File: src/rtl/ihexp_pkg.sv
// ----------------------------------------------------------------------------
// ihexp_pkg
// Shared types and codes for the hex record parser: result kinds, error
// codes and the result record passed from the engine to the output stage.
// ----------------------------------------------------------------------------
package ihexp_pkg;

  // Kind of one result item.
  typedef enum logic [1:0] {
    KIND_HEADER = 2'd0,
    KIND_DATA   = 2'd1,
    KIND_OK     = 2'd2,
    KIND_ERROR  = 2'd3
  } kind_t;

  // Error codes carried with an error result.
  typedef enum logic [1:0] {
    ERR_NONHEX = 2'd0,
    ERR_SUM    = 2'd1,
    ERR_END    = 2'd2,
    ERR_NONE   = 2'd3
  } err_t;

  // One result item as produced by the engine.
  typedef struct packed {
    kind_t       kind;
    logic [15:0] address;
    logic [7:0]  record_type;
    logic [7:0]  byte_count;
    logic [7:0]  data_byte;
    logic [7:0]  data_index;
    logic [1:0]  error_code;
  } result_t;

endpackage

File: src/rtl/intel_hex_record_parser_core.sv
// ----------------------------------------------------------------------------
// intel_hex_record_parser_core
// Path: an accepted character is taken into the input register, and its
// result is then taken into the result register and offered from there.
// Throughput: one character per cycle; the input stalls only while a result
// is held and the output side stalls.
// Reset: synchronous active-low rst_n returns to hunting for the start colon
// and clears all held record fields and both registers' valid flags.
// ----------------------------------------------------------------------------
module intel_hex_record_parser_core (
  input  logic        clk,
  input  logic        rst_n,
  input  logic        in_valid,
  output logic        in_stall,
  input  logic [7:0]  in_character,
  input  logic        in_end_of_input,
  output logic        out_valid,
  input  logic        out_stall,
  output logic [1:0]  out_kind,
  output logic [15:0] out_address,
  output logic [7:0]  out_record_type,
  output logic [7:0]  out_byte_count,
  output logic [7:0]  out_data_byte,
  output logic [7:0]  out_data_index,
  output logic [1:0]  out_error_code
);
  import ihexp_pkg::*;

  logic       in_vld_r;
  logic [7:0] in_ch_r;
  logic       in_eoi_r;
  logic       out_vld_r;
  result_t    out_r;
  logic       adv;
  logic       fire;
  logic       res_vld;
  result_t    res;

  // The processing step moves when the result register is free or draining.
  assign adv      = !out_vld_r || !out_stall;
  assign fire     = in_vld_r && adv;
  assign in_stall = in_vld_r && !adv;

  // Input register.
  always_ff @(posedge clk) begin
    if (!rst_n) begin
      in_vld_r <= 1'b0;
    end else if (!in_stall) begin
      in_vld_r <= in_valid;
    end
  end

  always_ff @(posedge clk) begin
    if (!in_stall && in_valid) begin
      in_ch_r  <= in_character;
      in_eoi_r <= in_end_of_input;
    end
  end

  ihexp_engine u_engine (
    .clk     (clk),
    .rst_n   (rst_n),
    .fire    (fire),
    .ch      (in_ch_r),
    .eoi     (in_eoi_r),
    .res_vld (res_vld),
    .res     (res)
  );

  // Result register.
  always_ff @(posedge clk) begin
    if (!rst_n) begin
      out_vld_r <= 1'b0;
    end else if (adv) begin
      out_vld_r <= res_vld;
    end
  end

  always_ff @(posedge clk) begin
    if (adv && res_vld) begin
      out_r <= res;
    end
  end

  assign out_valid       = out_vld_r;
  assign out_kind        = out_r.kind;
  assign out_address     = out_r.address;
  assign out_record_type = out_r.record_type;
  assign out_byte_count  = out_r.byte_count;
  assign out_data_byte   = out_r.data_byte;
  assign out_data_index  = out_r.data_index;
  assign out_error_code  = out_r.error_code;

endmodule

File: src/rtl/ihexp_engine.sv
// ----------------------------------------------------------------------------
// ihexp_engine
// Record state machine. Holds the parse state and, for each character that
// is processed, computes the next state and the result it causes (if any).
// ----------------------------------------------------------------------------
module ihexp_engine (
  input  logic              clk,
  input  logic              rst_n,
  input  logic              fire,
  input  logic [7:0]        ch,
  input  logic              eoi,
  output logic              res_vld,
  output ihexp_pkg::result_t res
);
  import ihexp_pkg::*;

  localparam logic [7:0] CHAR_COLON = 8'h3A;
  localparam logic [7:0] CHAR_0     = 8'h30;
  localparam logic [7:0] CHAR_9     = 8'h39;
  localparam logic [7:0] CHAR_LA    = 8'h61;
  localparam logic [7:0] CHAR_LF    = 8'h66;
  localparam logic [7:0] CHAR_UA    = 8'h41;
  localparam logic [7:0] CHAR_UF    = 8'h46;
  localparam logic [3:0] LETTER_OFS = 4'd9;

  typedef enum logic [2:0] {
    PH_WAIT   = 3'd0,
    PH_COUNT  = 3'd1,
    PH_ADDRHI = 3'd2,
    PH_ADDRLO = 3'd3,
    PH_TYPE   = 3'd4,
    PH_DATA   = 3'd5,
    PH_SUM    = 3'd6
  } phase_t;

  phase_t      phase_r, phase_nxt;
  logic        second_r, second_nxt;
  logic [3:0]  high_r, high_nxt;
  logic [7:0]  sum_r, sum_nxt;
  logic [7:0]  count_r, count_nxt;
  logic [7:0]  done_r, done_nxt;
  logic [15:0] addr_r, addr_nxt;
  logic [7:0]  type_r, type_nxt;

  logic        nib_ok;
  logic [3:0]  nib;
  logic [7:0]  byte_val;
  logic [7:0]  done_inc;
  logic        emit;
  kind_t       kind;
  logic [7:0]  dbyte;
  logic [7:0]  didx;
  err_t        err;

  // Hex digit decode; letters of either case map to 10..15.
  always_comb begin
    nib_ok = 1'b0;
    nib    = ch[3:0];
    if (ch >= CHAR_0 && ch <= CHAR_9) begin
      nib_ok = 1'b1;
    end else if ((ch >= CHAR_LA && ch <= CHAR_LF) || (ch >= CHAR_UA && ch <= CHAR_UF)) begin
      nib_ok = 1'b1;
      nib    = ch[3:0] + LETTER_OFS;
    end
    if (eoi) begin
      nib_ok = 1'b0;
    end
  end

  assign byte_val = {high_r, nib};
  assign done_inc = done_r + 8'd1;

  // Next state and result for the character being processed.
  always_comb begin
    phase_nxt  = phase_r;
    second_nxt = second_r;
    high_nxt   = high_r;
    sum_nxt    = sum_r;
    count_nxt  = count_r;
    done_nxt   = done_r;
    addr_nxt   = addr_r;
    type_nxt   = type_r;
    emit       = 1'b0;
    kind       = KIND_ERROR;
    dbyte      = 8'd0;
    didx       = 8'd0;
    err        = ERR_NONHEX;

    if (phase_r == PH_WAIT) begin
      // Hunting for the start colon.
      if (eoi) begin
        second_nxt = 1'b0;
        emit       = 1'b1;
        kind       = KIND_ERROR;
        err        = ERR_END;
      end else if (ch == CHAR_COLON) begin
        phase_nxt  = PH_COUNT;
        second_nxt = 1'b0;
        high_nxt   = 4'd0;
        sum_nxt    = 8'd0;
        done_nxt   = 8'd0;
      end
    end else if (!nib_ok) begin
      // Anything but a hex digit aborts the record.
      phase_nxt  = PH_WAIT;
      second_nxt = 1'b0;
      emit       = 1'b1;
      kind       = KIND_ERROR;
      err        = ERR_NONHEX;
    end else if (!second_r) begin
      high_nxt   = nib;
      second_nxt = 1'b1;
    end else begin
      // A full byte is complete.
      second_nxt = 1'b0;
      sum_nxt    = sum_r + byte_val;
      unique case (phase_r)
        PH_COUNT: begin
          count_nxt = byte_val;
          phase_nxt = PH_ADDRHI;
        end
        PH_ADDRHI: begin
          addr_nxt  = {byte_val, 8'd0};
          phase_nxt = PH_ADDRLO;
        end
        PH_ADDRLO: begin
          addr_nxt  = {addr_r[15:8], byte_val};
          phase_nxt = PH_TYPE;
        end
        PH_TYPE: begin
          type_nxt  = byte_val;
          phase_nxt = (count_r != 8'd0) ? PH_DATA : PH_SUM;
          emit      = 1'b1;
          kind      = KIND_HEADER;
        end
        PH_DATA: begin
          done_nxt  = done_inc;
          if (done_inc >= count_r) begin
            phase_nxt = PH_SUM;
          end
          emit      = 1'b1;
          kind      = KIND_DATA;
          dbyte     = byte_val;
          didx      = done_r;
        end
        default: begin
          phase_nxt = PH_WAIT;
          emit      = 1'b1;
          if (sum_nxt != 8'd0) begin
            kind = KIND_ERROR;
            err  = ERR_SUM;
          end else begin
            kind = KIND_OK;
          end
        end
      endcase
    end
  end

  // Result record; held fields reflect this step's updates.
  always_comb begin
    res_vld          = fire && emit;
    res.kind         = kind;
    res.address      = addr_nxt;
    res.record_type  = type_nxt;
    res.byte_count   = count_nxt;
    res.data_byte    = dbyte;
    res.data_index   = didx;
    res.error_code   = (kind == KIND_ERROR) ? err : 2'd0;
  end

  // State registers.
  always_ff @(posedge clk) begin
    if (!rst_n) begin
      phase_r  <= PH_WAIT;
      second_r <= 1'b0;
      high_r   <= 4'd0;
      sum_r    <= 8'd0;
      count_r  <= 8'd0;
      done_r   <= 8'd0;
      addr_r   <= 16'd0;
      type_r   <= 8'd0;
    end else if (fire) begin
      phase_r  <= phase_nxt;
      second_r <= second_nxt;
      high_r   <= high_nxt;
      sum_r    <= sum_nxt;
      count_r  <= count_nxt;
      done_r   <= done_nxt;
      addr_r   <= addr_nxt;
      type_r   <= type_nxt;
    end
  end

endmodule

File: config.mk
export PLATFORM = sky130hd
export DESIGN_NAME = intel_hex_record_parser_core
export DESIGN_NICKNAME = d
export VERILOG_FILES = /design/src/rtl/ihexp_pkg.sv /design/src/rtl/intel_hex_record_parser_core.sv /design/src/rtl/ihexp_engine.sv
export SDC_FILE = /design/constraint.sdc
export NUM_CORES = 1
export LEC_CHECK = 0
export ABC_AREA = 0
export ABC_CLOCK_PERIOD_IN_PS = 10500
export BUFFER_PORTS_ARGS = -buffer_cell sky130_fd_sc_hd__buf_2
export CAP_MARGIN = 20
export CORE_MARGIN = 2
export CORE_UTILIZATION = 63
export DETAILED_ROUTE_END_ITERATION = 8
export PLACE_DENSITY_LB_ADDON = 0.08
export SLEW_MARGIN = 15
export SYNTH_ARGS = -nofsm -noshare
export SYNTH_HDL_FRONTEND = slang
export SYNTH_SLANG_ARGS = --single-unit
File: constraint.sdc
create_clock -name clk -period 10.5 [get_ports clk]
set_clock_uncertainty 0.15 [all_clocks]
set_input_delay 1.05 -clock clk [delete_from_list [all_inputs] [get_ports clk]]
set_output_delay 1.05 -clock clk [all_outputs]
set_load 0.005 [all_outputs]
Yosys cells after proc, flatten, opt, wreduce, memory -nomap -nowiden
Index checks and enable logic that the tools add are counted.
Storage, ports and cells
  memories kept: 0
  latch bits: 0
  flip-flop bits (word level): 119
  bits in read-only memories: 0
  bits in writable memories: 0
  output and inout bits: 54
Cells by class
  $mul: 0
  add/sub/neg operators: 3
  mux-type cells: 60
  bitwise logic cells: 3
  divide/modulo/power cells: 0
  shift operators: 0
  reduce and logical (&&, ||, !) cells: 28
  equal/unequal tests: 13
  magnitude comparators: 7
Operator list (count)
  2-to-1 mux 8 bit: 17
  2-to-1 mux 16 bit: 3
  case mux 16 bit (2 select lines): 1
  2-to-1 mux 4 bit: 7
  2-to-1 mux 2 bit: 9
  2-to-1 mux 3 bit: 6
  greater-or-equal comparator 8 x 7 -> 1 bit, second input constant: 2
  <= comparator 8 x 7 -> 1 bit, second input constant: 2
  nonzero test 8 bit: 2
  2-to-1 mux 1 bit: 15
  case mux 3 bit (5 select lines): 1
  AND reduction 5 bit: 3
  adder 8 x 1 -> 8 bit, second input constant: 1
  adder 8 bit: 1
  == test 8 x 6 -> 1 bit, second input constant: 1
  greater-or-equal comparator 8 x 6 -> 1 bit, second input constant: 1
  greater-or-equal comparator 8 bit: 1
  <= comparator 8 x 6 -> 1 bit, second input constant: 1
  logical AND 1 bit: 8
  == test 3 x 2 -> 1 bit, second input constant: 2
  == test 3 bit, second input constant: 2
  inequality test 2 bit, second input constant: 3
  case mux 2 bit (3 select lines): 1
  AND reduction 6 bit: 1
  other kinds (15): 23

Longest topological paths before layout
  depth in word-level cells: 13
  mapped depth: 16
  depth with buffers taken out: 16

By module
From an unflattened synthesis, not the netlist that was laid out.
Second synthesis, totals
  cell total of the unflattened synthesis: 608
  area, all modules: 5898.2 µm²
Modules (own cells, without submodules)
  ihexp_engine: instances 1, sequential area each 1121.1 µm², cells an instance 538, area each 3975.1 µm²
  intel_hex_record_parser_core: instances 1, sequential area each 1871.8 µm², cells an instance 70, area each 1923.1 µm²

Worst setup path after synthesis
No wires, ideal clock.
  path type: flip-flop to flip-flop
  start point: reg in_ch_r[0]
  end point: reg out_r (netlist bit out_address[0]), enable pin
  stages on the path, launching flop included: 10
  setup time: 0.463 ns
  data arrival time: 3.792 ns
  period minus slack after synthesis: 4.404 ns
  buffers on the path: 2
  path slack: 6.096 ns
  path through: edfxtp_1 ha_1 nand2b_1 a21oi_2 o2bb2ai_2 buf_6 buf_6 a21oi_1 nor2_1 nor2_1
Between the ends
  cells in the longest elaborated chain, start to end: 10
  elaborated cells on any way between the ends: 17
  classes of those cells: order compare: 6; mux: 5; reduce/logical: 6
RTL lines
  start, declared: line intel_hex_record_parser_core.sv:30  | logic [7:0] in_ch_r;
  start signal, assigned: line intel_hex_record_parser_core.sv:55  | in_ch_r <= in_character;
  greater-or-equal comparator 8 x 7 -> 1 bit / <= comparator 8 x 7 -> 1 bit (equally long branches): line ihexp_engine.sv:61  | end else if ((ch >= CHAR_LA && ch <= CHAR_LF) || (ch >= CHAR_UA && ch <= CHAR_UF)) begin
  logical AND 1 bit: line ihexp_engine.sv:61
  logical OR 1 bit: line ihexp_engine.sv:61
  2-to-1 mux 1 bit: line ihexp_engine.sv:61
  2-to-1 mux 1 bit (*): line ihexp_engine.sv:59  | if (ch >= CHAR_0 && ch <= CHAR_9) begin
  2-to-1 mux 1 bit (*): line ihexp_engine.sv:65  | if (eoi) begin
  2-to-1 mux 1 bit (*): line ihexp_engine.sv:103  | end else if (!nib_ok) begin
  2-to-1 mux 1 bit (*): line ihexp_engine.sv:89  | if (phase_r == PH_WAIT) begin
  logical AND 1 bit (*): line ihexp_engine.sv:162  | res_vld = fire && emit;
  logical AND 1 bit (*): line intel_hex_record_parser_core.sv:80  | if (adv && res_vld) begin
  end signal, assigned: line intel_hex_record_parser_core.sv:81  | out_r <= res;
  end, declared: line intel_hex_record_parser_core.sv:33  | result_t out_r;
Mark *: on every way between the ends. The rest lies on a longest branch, timed or not.
A chain may end at the register's enable or synchronous reset.

==> key figures <==
Run status
  • Status: finished clean

Place
  • Buffers on Ports: 66
  • Dpl hpwl: 8.56 mm
  • Placer Congestion: between 0.9 and 1
  • Post-Place Cells: between 600 and 700

Cells and area
  • Layout cell share with drive strength beyond 1: between 20% and 30%
  • Area of the multi-input gates: roughly 2400 µm²
  • Number of diodes: 0
  • Area grow syn2layout: 16.5%
  • Register area: around 3000 µm²
  • Layout Utilization: between 70% and 80%
  • Non-Filler Instances: about 710
  • Nets: 619
  • Fill cells: around 570

Clocking
  • PostCTS Resize Cnt: 0
  • TritonCTS clock tree: done
  • Post-CTS Hold Fix Bufs: 0
  • CTS root buf: clkbuf_8
  • Total clock sinks: 119
  • CTS H-tree lvls: 4
  • Postcts setup bufs: 0
  • Num CTS Buffers: 17
  • Clock buffer depth: 2
  • Clock Latency Late Sink: between 0.5 and 0.6 ns
  • Clock transition at path regs: 0.06 ns

Global routing
  • Vias in the first global route: ~4,300
  • Tot GR Track Use: 27.7%
  • Antenna violations before repair: 0
  • First-pass GRT wire length: about 21 mm
  • Overflow after GRT: 0
  • Pin count of the biggest net entering global routing: 38

Hold path
  • Min-delay worst type: flip-flop to flip-flop
  • Critical hold path startpoint: u_engine.addr_r[6]$_SDFFE_PN0P_

Yosys
  • Post-Syn Area per Cell: 10.7 µm²
  • Synth async-reset ratio: 0%
  • YS warnings: 0
  • Sequential share of the synthesized area: a little over half
  • Post-Syn Area: 5650 µm²
  • Post-Syn Instances: 530
  • #FFs+latches synth: 119
  • Synth Flop Type: edfxtp_1
  • Synth cell types: about 70
  • Net Count, Synth: about 560
  • EDFF count, synth: 61

STA
  • Final setup vio count: 0
  • Fin. Hold Viols: 0
  • Hold slack: just over 0.3 ns
  • Slew Limit Fails: 0
  • TNS Setup: 0 ns
  • Max transition margin: a little under half
  • Fin crit share: slightly below 40%
  • Fin crit period: between 4 and 5 ns
  • Max Clk Rate: between 200 and 250 MHz
  • Slew @ Worst Pin: 0.797 ns
  • RSZ-0062 raised after global routing: no

Worst setup path
  • Worst setup path class: flip-flop to flip-flop
  • Arrival time at the worst endpoint: 4.23 ns
  • Worst Setup End Kind: flip-flop
  • Crit-path max FO: 8
  • Worst R2R Start: in_ch_r[0]$_DFFE_PP_
  • CP required: about 11 ns
  • Worst setup path start: in_ch_r[0]$_DFFE_PP_
  • CP Launch Type: flip-flop

Drt
  • First-pass iteration count of the detailed router: 5
  • WL per Instance: 18.4 µm
  • Final ANT Viol Nets: 0
  • Routed wire length: around 13 mm
  • Drt initial violations: ~380
  • DRC Markers: 0
  • Total number of vias: 4,294
  • Via density: between 6 and 7

Die
  • Io pins: 67
  • Core ar.: about 8700 µm²
  • Die height: 98.7 µm
  • Rows: 34
  • Initial Utilization: approximately two thirds
  • Die area: between 9000 and 10,000 µm²
  • Die width: a little under 100 µm

Pwr
  • PwrDens: about 180 nW/µm²
  • Pleak: approximately 2.5 nW
  • Worst vdd ir: 0.000115 V

Run
  • MaxCap Viol Count: 0
[synthesized netlist by cell type, types with 4 or more instances]
cell | count | area (µm²)
edfxtp_1 | 61 | 1830
dfxtp_1 | 58 | 1160
nand2_1 | 57 | 214
nor2_1 | 41 | 154
o21ai_0 | 34 | 170
a21oi_1 | 22 | 110
and3_1 | 22 | 138
ha_1 | 20 | 250
inv_1 | 20 | 75.1
nand3_1 | 15 | 75.1
a211oi_1 | 14 | 105
clkbuf_1 | 13 | 48.8
mux2i_1 | 13 | 130
a22o_1 | 9 | 78.8
mux2_2 | 9 | 101
nand2b_1 | 8 | 50.1
xnor2_1 | 8 | 70.1
buf_4 | 7 | 52.6
a31oi_1 | 6 | 37.5
buf_2 | 6 | 30.0
buf_6 | 6 | 67.6
and2_1 | 5 | 31.3
nand4_1 | 5 | 31.3
o2bb2ai_1 | 4 | 35.0
xor2_1 | 4 | 35.0
[worst max-delay path, cell delays in order, from the launching register on]
cell and delay, ns:
edfxtp_1 0.47, ha_1 0.26, nand2b_1 0.17, a21oi_2 0.25, nor3b_2 0.09, xnor2_1 0.62
inv_1 0.23, ha_1 0.29, a2111oi_0 0.38, o21ai_0 0.15, o211a_1 0.16, nor4_1 0.37
a41o_1 0.22, nand2_1 0.05
[state kept, by name, indices dropped and copies added (netlist names)]
signal and flops:
out_address 16, u_engine.addr_r 16, in_ch_r 8, out_byte_count 8
out_data_byte 8, out_data_index 8, out_record_type 8, u_engine.count_r 8
u_engine.done_r 8, u_engine.sum_r 8, u_engine.type_r 8, u_engine.high_r 4
u_engine.phase_r 3, out_error_code 2, out_kind 2, in_eoi_r 1
in_vld_r 1, out_valid 1, u_engine.second_r 1
[report_power, final]
| group | internal, W | leakage [nW] | total (W) | switching, W |
|---|---|---|---|---|
| sequential | 0.000496 | 0.993 | 0.000500 | 0.00000418 |
| clock | 0.000399 | 0.311 | 0.000622 | 0.000223 |
| combinational | 0.0000118 | 1.16 | 0.0000367 | 0.0000248 |
| total | 0.000907 | 2.47 | 0.00116 | 0.000252 |
[placed cells by master, fill, tap and decap left out, drive strengths merged, types with 9 or more instances in the layout]
| cell type | synthesis | layout |
|---|---|---|
| a22o | 9 | 9 |
| nor2 | 42 | 42 |
| nand2 | 59 | 59 |
| mux2i | 13 | 13 |
| ha | 20 | 20 |
| inv | 21 | 28 |
| edfxtp | 61 | 61 |
| a21oi | 23 | 23 |
| a211oi | 14 | 14 |
| nand3 | 16 | 16 |
| and3 | 22 | 22 |
| o21ai | 36 | 36 |
| dfxtp | 58 | 58 |
| clkbuf | 14 | 18 |
| buf | 19 | 69 |
| mux2 | 10 | 10 |
[layout make-up]
| cell class | count | share of cell area, % |
|---|---|---|
| flip-flops and latches | 119 | 45.4 |
| multi-input cells | 356 | 36.2 |
| clock buffers | 18 | 6.50 |
| repair buffers | 69 | 5.36 |
| clock inverters | 14 | 3.21 |
| well taps | 108 | 2.05 |
| inverters | 22 | 1.25 |
[logic make-up after synthesis]
kind of cell / synth area share (%)
mux: 4.36
flops: 52.9
buf+inv: 5.07
fa+ha+maj: 4.78
xor+xnor: 1.86
simple gates: 16.9
compound gates: 14.1
[stage by stage]
step	instance area, µm²	total power [W]	worst slack, ns
3_3_place_gp	5950	0.000545	6.72
3_5_place_dp	5950	0.000546	6.48
2_1_floorplan	5650	0.000531	6.10
4_1_cts	6590	0.00116	6.36
6_report	6590	0.00116	6.39
5_1_grt	6590	0.00119	6.12
[final timing paths]
check / endpoint / slack (ns) / cells past startpoint
setup / recovery: out_kind[0]$_DFFE_PP_ / 6.39 / 13
hold / removal: u_engine.addr_r[6]$_SDFFE_PN0P_ / 0.30 / 2
setup reg to reg: out_kind[0]$_DFFE_PP_ / 6.39 / 13
hold reg to reg: u_engine.addr_r[6]$_SDFFE_PN0P_ / 0.30 / 2
[metal layers]
| layer | wire (µm) | part of all wire (%) | up-vias | global-route usage [%] |
|---|---|---|---|---|
| li1 | - | - | 2043 | - |
| met5 | 0 | 0 | - | 0 |
| met3 | 810 | 6.2 | 27 | 6.81 |
| met1 | 5620 | 43 | 2040 | 36.7 |
| met2 | 6260 | 48 | 184 | 44.3 |
| met4 | 268 | 2.1 | 0 | 10.5 |
Power figures use the tool's default switching activity.
